File: src/hw/rtl/diff_drive_odometry_error_tracker_core_macros.svh
// ----------------------------------------------------------------------------
// Odometry tracker assertion macros
// Shared concurrent assertion forms, clocked on clk and held off in reset.
// ----------------------------------------------------------------------------
`ifndef DIFF_DRIVE_ODOMETRY_ERROR_TRACKER_CORE_MACROS_SVH
`define DIFF_DRIVE_ODOMETRY_ERROR_TRACKER_CORE_MACROS_SVH

// The property must hold at every clock edge out of reset.
`define ODT_ASSERT(lbl, prop, msg) \
    lbl: assert property (@(posedge clk) disable iff (!rst_n) (prop)) else $error(msg);

// The expression must never be true out of reset.
`define ODT_ASSERT_NEVER(lbl, expr, msg) \
    lbl: assert property (@(posedge clk) disable iff (!rst_n) !(expr)) else $error(msg);

`endif

File: src/hw/rtl/odt_pkg.sv
// ----------------------------------------------------------------------------
// Odometry tracker package
// Shared constants, types and arithmetic helpers.
// ----------------------------------------------------------------------------
package odt_pkg;

    localparam int COUNT_WIDTH = 32;
    localparam int CFG_IDX_W   = 2;

    localparam logic [CFG_IDX_W-1:0] REG_SCALE_NUM = 2'd0;
    localparam logic [CFG_IDX_W-1:0] REG_SCALE_DEN = 2'd1;

    typedef enum logic [2:0] {
        ST_IDLE,
        ST_SCALE,
        ST_WHEEL,
        ST_ERR,
        ST_INTEG,
        ST_HOLD
    } odt_state_t;

    typedef enum logic [1:0] {
        MD_IDLE,
        MD_MUL,
        MD_DIV
    } odt_md_state_t;

    typedef enum logic [1:0] {
        STEP_NONE,
        STEP_WHEEL,
        STEP_ERR,
        STEP_INTEG
    } odt_step_t;

    typedef struct packed {
        logic signed [31:0] dist_res;
        logic signed [31:0] angle;
        logic signed [31:0] dist_error;
        logic signed [31:0] angle_error;
        logic signed [31:0] dist_integral;
        logic signed [31:0] angle_integral;
        logic signed [31:0] dist_velocity;
        logic signed [31:0] angle_velocity;
        logic signed [31:0] dist_accel;
        logic signed [31:0] angle_accel;
    } odt_result_t;

    // Half of a sum or difference, truncated toward zero.
    function automatic logic signed [31:0] half_trunc(input logic signed [32:0] s);
        logic signed [32:0] t;
        t = s;
        if (t < 0)
        begin
            t = t + 33'sd1;
        end
        return 32'(t >>> 1);
    endfunction

    // v*15/16 truncated toward zero.
    function automatic logic signed [31:0] leak15(input logic signed [31:0] v);
        logic signed [36:0] x;
        x = (37'(v) <<< 4) - 37'(v);
        if (x < 0)
        begin
            x = x + 37'sd15;
        end
        return 32'(x >>> 4);
    endfunction

    // v*255/256 truncated toward zero.
    function automatic logic signed [31:0] leak255(input logic signed [31:0] v);
        logic signed [39:0] x;
        x = (40'(v) <<< 8) - 40'(v);
        if (x < 0)
        begin
            x = x + 40'sd255;
        end
        return 32'(x >>> 8);
    endfunction

endpackage

File: src/hw/rtl/odt_muldiv.sv
// ----------------------------------------------------------------------------
// Odometry tracker right-wheel scaler
// Bit-serial signed multiply by the numerator, then restoring divide.
// ----------------------------------------------------------------------------
`include "diff_drive_odometry_error_tracker_core_macros.svh"

module odt_muldiv (
    input  logic               clk,
    input  logic               rst_n,
    input  logic               start,
    input  logic signed [31:0] count,
    input  logic [15:0]        num,
    input  logic [15:0]        den,
    output logic               done,
    output logic signed [31:0] quot
);

    odt_pkg::odt_md_state_t state_reg, state_next;
    logic [5:0]  cnt_reg, cnt_next;
    logic [48:0] work_reg, work_next;
    logic [15:0] rem_reg, rem_next;
    logic [31:0] mag_reg, mag_next;
    logic [15:0] den_reg, den_next;
    logic        neg_reg, neg_next;
    logic        done_reg, done_next;
    logic signed [31:0] quot_reg, quot_next;

    logic [32:0] upper_sum;
    logic [16:0] trial;
    logic        ge;

    always_ff @(posedge clk or negedge rst_n)
    begin
        if (!rst_n)
        begin
            state_reg <= odt_pkg::MD_IDLE;
            cnt_reg   <= '0;
            done_reg  <= 1'b0;
        end
        else
        begin
            state_reg <= state_next;
            cnt_reg   <= cnt_next;
            done_reg  <= done_next;
        end
    end

    always_ff @(posedge clk)
    begin
        work_reg <= work_next;
        rem_reg  <= rem_next;
        mag_reg  <= mag_next;
        den_reg  <= den_next;
        neg_reg  <= neg_next;
        quot_reg <= quot_next;
    end

    always_comb
    begin
        state_next = state_reg;
        cnt_next   = cnt_reg;
        work_next  = work_reg;
        rem_next   = rem_reg;
        mag_next   = mag_reg;
        den_next   = den_reg;
        neg_next   = neg_reg;
        done_next  = 1'b0;
        quot_next  = quot_reg;
        upper_sum  = work_reg[48:16] + (work_reg[0] ? {1'b0, mag_reg} : 33'd0);
        trial      = {rem_reg, work_reg[47]};
        ge         = trial >= {1'b0, den_reg};
        unique case (state_reg)
            odt_pkg::MD_IDLE:
            begin
                if (start)
                begin
                    neg_next   = count[31];
                    mag_next   = count[31] ? 32'(-count) : 32'(count);
                    den_next   = (den == 16'd0) ? 16'd1 : den;
                    work_next  = {33'd0, num};
                    rem_next   = '0;
                    cnt_next   = '0;
                    state_next = odt_pkg::MD_MUL;
                end
            end
            odt_pkg::MD_MUL:
            begin
                work_next = 49'({upper_sum, work_reg[15:0]} >> 1);
                cnt_next  = cnt_reg + 6'd1;
                if (cnt_reg == 6'd15)
                begin
                    cnt_next   = '0;
                    state_next = odt_pkg::MD_DIV;
                end
            end
            odt_pkg::MD_DIV:
            begin
                rem_next  = ge ? 16'(trial - {1'b0, den_reg}) : trial[15:0];
                work_next = {1'b0, work_reg[46:0], ge};
                cnt_next  = cnt_reg + 6'd1;
                if (cnt_reg == 6'd47)
                begin
                    quot_next  = neg_reg ? -$signed({work_reg[30:0], ge})
                                         : $signed({work_reg[30:0], ge});
                    done_next  = 1'b1;
                    cnt_next   = '0;
                    state_next = odt_pkg::MD_IDLE;
                end
            end
            default:
            begin
                state_next = odt_pkg::MD_IDLE;
            end
        endcase
    end

    assign done = done_reg;
    assign quot = quot_reg;

    `ODT_ASSERT(a_done_after_div, done |-> $past(state_reg) == odt_pkg::MD_DIV,
                "scaler finished without a divide pass")
    `ODT_ASSERT(a_mul_len, $fell(state_reg == odt_pkg::MD_MUL) |-> $past(cnt_reg) == 6'd15,
                "multiply pass left early")
    `ODT_ASSERT(a_rem_bound, state_reg == odt_pkg::MD_DIV |-> rem_reg < den_reg,
                "divide remainder out of range")

endmodule

File: src/hw/rtl/odt_track.sv
// ----------------------------------------------------------------------------
// Odometry tracker state update
// Wheel kinematics, target holding, errors and leaky integrals in three steps.
// ----------------------------------------------------------------------------
module odt_track (
    input  logic                 clk,
    input  logic                 rst_n,
    input  odt_pkg::odt_step_t   step,
    input  logic signed [31:0]   lpos,
    input  logic signed [31:0]   rpos,
    input  logic signed [31:0]   tdist,
    input  logic signed [31:0]   tangle,
    output odt_pkg::odt_result_t result
);

    logic signed [31:0] lprev_reg, lvel_reg, lacc_reg;
    logic signed [31:0] rprev_reg, rvel_reg, racc_reg;
    logic signed [31:0] idist_reg, iangle_reg;
    logic signed [31:0] hdist_reg, hangle_reg;
    logic               clr_d_reg, clr_a_reg;
    odt_pkg::odt_result_t res_reg;

    logic signed [31:0] ldv, rdv, id_base, ia_base, id_new, ia_new;

    always_comb
    begin
        ldv     = lpos - lprev_reg;
        rdv     = rpos - rprev_reg;
        id_base = clr_d_reg ? 32'sd0 : idist_reg;
        ia_base = clr_a_reg ? 32'sd0 : iangle_reg;
        if ((id_base < 0 && res_reg.dist_error > 0) || (id_base > 0 && res_reg.dist_error < 0))
        begin
            id_new = '0;
        end
        else
        begin
            id_new = res_reg.dist_error + odt_pkg::leak255(id_base);
        end
        if ((ia_base < 0 && res_reg.angle_error > 0) ||
            (ia_base > 0 && res_reg.angle_error < 0))
        begin
            ia_new = '0;
        end
        else
        begin
            ia_new = res_reg.angle_error + odt_pkg::leak255(ia_base);
        end
    end

    always_ff @(posedge clk or negedge rst_n)
    begin
        if (!rst_n)
        begin
            lprev_reg  <= '0;
            lvel_reg   <= '0;
            lacc_reg   <= '0;
            rprev_reg  <= '0;
            rvel_reg   <= '0;
            racc_reg   <= '0;
            idist_reg  <= '0;
            iangle_reg <= '0;
            hdist_reg  <= '0;
            hangle_reg <= '0;
            clr_d_reg  <= 1'b0;
            clr_a_reg  <= 1'b0;
        end
        else
        begin
            unique case (step)
                odt_pkg::STEP_WHEEL:
                begin
                    lprev_reg  <= lpos;
                    lacc_reg   <= (ldv <<< 4) - lvel_reg;
                    lvel_reg   <= ldv + odt_pkg::leak15(lvel_reg);
                    rprev_reg  <= rpos;
                    racc_reg   <= (rdv <<< 4) - rvel_reg;
                    rvel_reg   <= rdv + odt_pkg::leak15(rvel_reg);
                    clr_d_reg  <= tdist != hdist_reg;
                    clr_a_reg  <= tangle != hangle_reg;
                    hdist_reg  <= tdist;
                    hangle_reg <= tangle;
                end
                odt_pkg::STEP_INTEG:
                begin
                    idist_reg  <= id_new;
                    iangle_reg <= ia_new;
                end
                default:
                begin
                end
            endcase
        end
    end

    always_ff @(posedge clk)
    begin
        unique case (step)
            odt_pkg::STEP_WHEEL:
            begin
                res_reg.dist_res <= odt_pkg::half_trunc(33'(lpos) + 33'(rpos));
                res_reg.angle    <= odt_pkg::half_trunc(33'(lpos) - 33'(rpos));
            end
            odt_pkg::STEP_ERR:
            begin
                res_reg.dist_error     <= tdist - res_reg.dist_res;
                res_reg.angle_error    <= tangle - res_reg.angle;
                res_reg.dist_velocity  <= odt_pkg::half_trunc(33'(lvel_reg) + 33'(rvel_reg));
                res_reg.angle_velocity <= odt_pkg::half_trunc(33'(lvel_reg) - 33'(rvel_reg));
                res_reg.dist_accel     <= odt_pkg::half_trunc(33'(lacc_reg) + 33'(racc_reg));
                res_reg.angle_accel    <= odt_pkg::half_trunc(33'(lacc_reg) - 33'(racc_reg));
            end
            odt_pkg::STEP_INTEG:
            begin
                res_reg.dist_integral  <= id_new;
                res_reg.angle_integral <= ia_new;
            end
            default:
            begin
            end
        endcase
    end

    assign result = res_reg;

endmodule

File: src/hw/rtl/diff_drive_odometry_error_tracker_core.sv
// ----------------------------------------------------------------------------
// Differential-drive odometry and error tracker
// One result beat per input beat: positions, errors, integrals, rates.
// ----------------------------------------------------------------------------
// An input beat goes through these steps from acceptance until its result is
// loaded into the output register: the scaler is started, runs a bit-serial
// multiply of the right count by the numerator and then a restoring divide
// by the denominator, hands its quotient off, and three update steps follow
// (wheels, errors, integrals). A new beat is taken once the previous result
// is in the output register, even while that result still waits to be
// taken.
`include "diff_drive_odometry_error_tracker_core_macros.svh"

module diff_drive_odometry_error_tracker_core (
    input  logic                            clk,
    input  logic                            rst_n,
    input  logic                            cfg_valid,
    output logic                            cfg_ready,
    input  logic [odt_pkg::CFG_IDX_W-1:0]   cfg_index,
    input  logic [15:0]                     cfg_data,
    input  logic                            in_valid,
    output logic                            in_ready,
    input  logic signed [31:0]              left_count,
    input  logic signed [31:0]              right_count,
    input  logic signed [31:0]              target_dist,
    input  logic signed [31:0]              target_angle,
    output logic                            out_valid,
    input  logic                            out_ready,
    output logic signed [31:0]              dist_res,
    output logic signed [31:0]              angle,
    output logic signed [31:0]              dist_error,
    output logic signed [31:0]              angle_error,
    output logic signed [31:0]              dist_integral,
    output logic signed [31:0]              angle_integral,
    output logic signed [31:0]              dist_velocity,
    output logic signed [31:0]              angle_velocity,
    output logic signed [31:0]              dist_accel,
    output logic signed [31:0]              angle_accel
);

    odt_pkg::odt_state_t state_reg, state_next;
    logic [15:0]         num_reg, den_reg;
    logic signed [31:0]  lc_reg, rc_reg, td_reg, ta_reg, rpos_reg;
    logic                out_valid_reg, out_valid_next;
    odt_pkg::odt_result_t out_reg;
    odt_pkg::odt_result_t trk_res;
    odt_pkg::odt_step_t  step;
    logic                md_start, md_done, accept, load_out;
    logic signed [31:0]  md_quot;

    assign cfg_ready = 1'b1;
    assign accept    = in_valid && in_ready;

    always_ff @(posedge clk or negedge rst_n)
    begin
        if (!rst_n)
        begin
            num_reg <= 16'd1;
            den_reg <= 16'd1;
        end
        else if (cfg_valid)
        begin
            if (cfg_index == odt_pkg::REG_SCALE_NUM)
            begin
                num_reg <= cfg_data;
            end
            else if (cfg_index == odt_pkg::REG_SCALE_DEN)
            begin
                den_reg <= cfg_data;
            end
        end
    end

    always_ff @(posedge clk or negedge rst_n)
    begin
        if (!rst_n)
        begin
            state_reg     <= odt_pkg::ST_IDLE;
            out_valid_reg <= 1'b0;
        end
        else
        begin
            state_reg     <= state_next;
            out_valid_reg <= out_valid_next;
        end
    end

    always_ff @(posedge clk)
    begin
        if (accept)
        begin
            lc_reg <= 32'(signed'(left_count[odt_pkg::COUNT_WIDTH-1:0]));
            rc_reg <= 32'(signed'(right_count[odt_pkg::COUNT_WIDTH-1:0]));
            td_reg <= target_dist;
            ta_reg <= target_angle;
        end
        if (md_done)
        begin
            rpos_reg <= md_quot;
        end
        if (load_out)
        begin
            out_reg <= trk_res;
        end
    end

    always_comb
    begin
        state_next     = state_reg;
        in_ready       = 1'b0;
        md_start       = 1'b0;
        step           = odt_pkg::STEP_NONE;
        load_out       = 1'b0;
        out_valid_next = out_valid_reg && !out_ready;
        unique case (state_reg)
            odt_pkg::ST_IDLE:
            begin
                in_ready = 1'b1;
                if (in_valid)
                begin
                    state_next = odt_pkg::ST_SCALE;
                end
            end
            odt_pkg::ST_SCALE:
            begin
                md_start = 1'b1;
                if (md_done)
                begin
                    state_next = odt_pkg::ST_WHEEL;
                end
            end
            odt_pkg::ST_WHEEL:
            begin
                step       = odt_pkg::STEP_WHEEL;
                state_next = odt_pkg::ST_ERR;
            end
            odt_pkg::ST_ERR:
            begin
                step       = odt_pkg::STEP_ERR;
                state_next = odt_pkg::ST_INTEG;
            end
            odt_pkg::ST_INTEG:
            begin
                step       = odt_pkg::STEP_INTEG;
                state_next = odt_pkg::ST_HOLD;
            end
            odt_pkg::ST_HOLD:
            begin
                if (!out_valid_reg || out_ready)
                begin
                    load_out       = 1'b1;
                    out_valid_next = 1'b1;
                    state_next     = odt_pkg::ST_IDLE;
                end
            end
            default:
            begin
                state_next = odt_pkg::ST_IDLE;
            end
        endcase
    end

    // The scaler ignores start while busy, so holding it through ST_SCALE is safe.
    odt_muldiv u_muldiv (
        .clk   (clk),
        .rst_n (rst_n),
        .start (md_start && !md_done),
        .count (rc_reg),
        .num   (num_reg),
        .den   (den_reg),
        .done  (md_done),
        .quot  (md_quot)
    );

    odt_track u_track (
        .clk    (clk),
        .rst_n  (rst_n),
        .step   (step),
        .lpos   (lc_reg),
        .rpos   (rpos_reg),
        .tdist  (td_reg),
        .tangle (ta_reg),
        .result (trk_res)
    );

    assign out_valid      = out_valid_reg;
    assign dist_res       = out_reg.dist_res;
    assign angle          = out_reg.angle;
    assign dist_error     = out_reg.dist_error;
    assign angle_error    = out_reg.angle_error;
    assign dist_integral  = out_reg.dist_integral;
    assign angle_integral = out_reg.angle_integral;
    assign dist_velocity  = out_reg.dist_velocity;
    assign angle_velocity = out_reg.angle_velocity;
    assign dist_accel     = out_reg.dist_accel;
    assign angle_accel    = out_reg.angle_accel;

    `ODT_ASSERT(a_done_in_scale, md_done |-> state_reg == odt_pkg::ST_SCALE,
                "scaler result arrived outside the scale phase")
    `ODT_ASSERT(a_load_from_hold, load_out |-> state_reg == odt_pkg::ST_HOLD,
                "output loaded outside the hold phase")
    `ODT_ASSERT(a_hold_fills, state_reg == odt_pkg::ST_HOLD && !out_valid_reg |=> out_valid_reg,
                "free output register not filled from hold")
    `ODT_ASSERT_NEVER(a_no_drop, load_out && out_valid_reg && !out_ready,
                      "result overwritten before it was taken")

endmodule
File: config.mk
export PLATFORM = sky130hd
export DESIGN_NAME = diff_drive_odometry_error_tracker_core
export DESIGN_NICKNAME = d
export VERILOG_FILES = /design/src/hw/rtl/odt_pkg.sv /design/src/hw/rtl/odt_muldiv.sv /design/src/hw/rtl/odt_track.sv /design/src/hw/rtl/diff_drive_odometry_error_tracker_core.sv
export VERILOG_INCLUDE_DIRS = /design/src /design/src/hw/rtl
export SDC_FILE = /design/constraint.sdc
export NUM_CORES = 2
export LEC_CHECK = 0
export BUFFER_PORTS_ARGS = -buffer_cell sky130_fd_sc_hd__buf_2
export CORE_MARGIN = 5
export CORE_UTILIZATION = 35
export CTS_CLUSTER_DIAMETER = 200
export DETAILED_ROUTE_END_ITERATION = 10
export MAX_ROUTING_LAYER = met4
export PLACE_DENSITY = 0.61
export SLEW_MARGIN = 25
export SYNTH_ARGS = -nofsm -noshare
export SYNTH_HDL_FRONTEND = slang
export SYNTH_HIERARCHICAL = 1
export SYNTH_SLANG_ARGS = --single-unit
export TNS_END_PERCENT = 5
File: constraint.sdc
create_clock -name clk -period 27.1 [get_ports clk]
set_input_delay 1.355 -clock clk [delete_from_list [all_inputs] [get_ports clk]]
set_output_delay 1.355 -clock clk [all_outputs]
set_load 0.02 [all_outputs]
==> impl_results.md <==
- Status: finished, final reports clean
- Antenna viol nets, final: 0
- Sw frac: 0.3944
- Clk Latency, worst-skew pair: 0.84 ns
- CTS Root Buffer Type: clkbuf_16
- WL per Instance: 21.61 um
- Setup TNS: 0 ns
- Top_reg_cell synth: edfxtp_1
- Clk buf depth: 3
- Post-synth top area cell: edfxtp_1
- Pint: 4982 uW
- Drt via density: 5.389
- Input/output buffers: 472
- Die area: 0.2586 mm2
- DIE WIDTH: ~500 um
- Number of synthesized register bits: 1312
- Area contributors post-synth: edfxtp_1, dfrtp_1, ha_1
- Worst hold path class: flip-flop to flip-flop
- Max_slew headroom: 0.2734
- Crit Path Category: flip-flop to flip-flop
- Comb pwr share: 0.438
- Crit path from: u_track/clr_d_reg
- Crit path to: u_track/idist_reg[31]
- Cells after Synth: 8930
- Sequential cell area fraction in the yosys report: 0.4318
- Clock power frac: 0.261
- Maximum clock frequency: 101.7 MHz
- HP Start: u_track/result[174]
- H-tree depth reported by CTS: 4
- Endpoint class of the critical path: flip-flop
- Max reg flops: 320
- EDFF count, synth: 945
- Worst setup SP type: flip-flop
- Die height: 508.5 um
- GP Congestion: 0.9614
- Register area: 0.03757 mm2
- Fillers: 24.19k
- Syn Std Cell Area: between 0.08 and 0.09 mm2
- Worst Reg-to-Reg Cells: 35
- Final setup fails: 0
- Core Area: about 0.25 mm2
- Synth Net Count: 9752
- Worst slack at placement: 17.58 ns
- # IOs: approximately 470
- Pwr Total: 8227 uW
- Max IR drop VDD: just under 0.07 mV
- Initial antenna violation count: 29
- R2R Path Start: u_track/clr_d_reg
- Leak Pwr: between 0.03 and 0.04 uW
- Ratio of cells with drive above 1 in the final layout: 0.1020
- # rows: between 150 and 200
- DRC errors left: 0
- Setup ws final: approximately 17 ns
- Sequential Power Share: 0.301
- Area share of the largest cell type after synthesis: 0.3262
- Worst Path Arrival: 10.61 ns
- Reg2reg setup slack: 17.26 ns
- Final worst clock skew: between 0.06 and 0.07 ns
- Clock Sinks: 1312
- Area Growth Syn to Fin: 12.93%
- DR vias: 68.98k
- R2r endpoint: u_track/idist_reg[31]
- Crit path top cell by count: a21oi_1
- Slowest cell on the critical path: dfrtp_2
- Post-detail-place hpwl: about 220000 um
- Vias in the first global route: 65.32k
- Largest net degree at the start of global routing: 137
- Pins Over Slew Limit: 0
- Post-layout nets: 10.15k
- Post-CTS Setup Inserts: 0
- Least-Margin Pin Slew: 1.080 ns
- Num CTS Buffers: 153
- Syn avg cell area: between 9 and 10 um2
- Slowest cell delay on critical path: 0.72 ns
- Hold buffer count at CTS: 0
- Min Tclk post-route: 9.837 ns
- First DRT Iteration DRCs: about 6k
- Aggregate global routing overflow: 0
- CP max FO: 46
- First-pass iteration count of the detailed router: 6
- Routed wire length: 276600 um
- Max Cap Viol: 0
- Starting Density: 0.3508
- Yosys Warn Count: 6
- Tot GR Track Use: 0.2109
- Post-CTS Resized: 0
- First-pass GRT wire length: 407700 um
- Cell Pwr Density: 83.75 mW/mm2
- Count leader, synth: edfxtp_1
- Worst-path clk slew: 0.06 ns
- Commonest cells in the netlist: edfxtp_1, nand2_1, xnor2_1
- Endpoints failing hold: 0
- Setup repair after global routing missed its margin: false
- Switching pwr: 3245 uW
- Area of the multi-input gates: 0.04630 mm2
- Count of different cell masters after synthesis: 120
- Final worst-path cycle share: 0.3630
- CTS tree: done
- Post-synth ARST share: 0.2797
- Worst Path Required: 27.88 ns
## worst min-delay path by stage
stage                    endpoint  slack [ns]  depth (start not counted)
2_1_floorplan      angle_accel[0]        0.40                          0
3_3_place_gp         rpos_reg[29]        0.40                          0
3_5_place_dp   angle_integral[21]        0.40                          0
4_1_cts         dist_integral[14]        0.39                          0
5_1_grt        angle_integral[12]        0.42                          0
6_report        dist_integral[14]        0.40                          0
## layer usage
| metal | global-route usage | vias to the layer above | part of all wire |
|---|---|---|---|
| met5 | - | - | 0 |
| met1 | 0.2890 | 33430 | 0.46 |
| met3 | 0.02488 | 384 | 0.057 |
| met4 | 0.07438 | 0 | 0.035 |
| li1 | - | 32980 | - |
| met2 | 0.3237 | 2184 | 0.45 |
## layout by cell type (no fill, tap or decap), drive strengths merged, types with 39 or more instances in the layout
cell type	n
edfxtp	945
nand2	911
xnor2	723
ha	655
nor2	609
a21oi	603
o21ai	583
inv	564
buf	519
dfrtp	365
xor2	279
nor3	209
clkbuf	200
a21o	194
nand3	157
nor2b	137
nand2b	127
o31ai	99
and2	93
o21bai	90
o21a	86
nand4	83
nor4	79
and3	78
a31oi	77
or3	75
mux2	70
clkinv	59
or2	55
a211oi	53
o211ai	45
a22oi	39
## kinds of logic (layout without fill, tap and decap cells)
logic type / count (synthesis) / count (layout) / share of synthesized area
AND/OR/NAND/NOR: 2776 / 2776 / 0.1558
AO/OA/AOI/OAI: 2238 / 2238 / 0.1646
flip-flops: 1312 / 1312 / 0.4318
XOR/XNOR: 1003 / 1003 / 0.1012
buffers and inverters: 833 / 1361 / 0.03656
adder cells (fa/ha/maj): 680 / 680 / 0.09893
multiplexers: 87 / 87 / 0.01102
other: 1 / 13 / 0.00004311
## power groups by stage
stage | clock (uW) | sequential, uW | combinational, uW
CTS | 2210 | 2470 | 3560
global placement | 0 | 2510 | 3500
global route | 2290 | 2490 | 3940
detailed placement | 0 | 2520 | 3530
finish | 2140 | 2480 | 3610
floorplan | 0 | 2460 | 2670
## cell type report
cell class	count	area share
clock buffer	200	0.04199
sequential	1312	0.3824
multi-input combinational	6785	0.4713
antenna	12	0.0003057
timing repair buffer	519	0.02843
inverter	560	0.02150
tap	3330	0.04241
clock inverter	82	0.01165
## worst max-delay path: cells and delay by family, from the launching register on
family                     cells  cell delay [ns]
buffers and inverters          4             0.92
adders and majority gates      2             0.74
xor gates and xnor gates       2             0.32
AOI/OAI and AO/OA             15             3.91
muxes                          2             0.35
DFF                            1             0.72
and+or+nand+nor               10             2.77
## through the flow
step / instances / utilization / cell area, um2 / hold WS [ns]
floorplan: 8930 / - / 86990 / 0.4003
global placement: 12500 / 0.3744 / 92830 / 0.4006
detailed placement: 12500 / 0.3745 / 92860 / 0.4045
CTS: 12790 / 0.3957 / 98130 / 0.3876
global route: 12800 / 0.3961 / 98220 / 0.4157
finish: 12800 / 0.3962 / 98240 / 0.3970
Note: power is estimated with default switching activity, not from simulation.
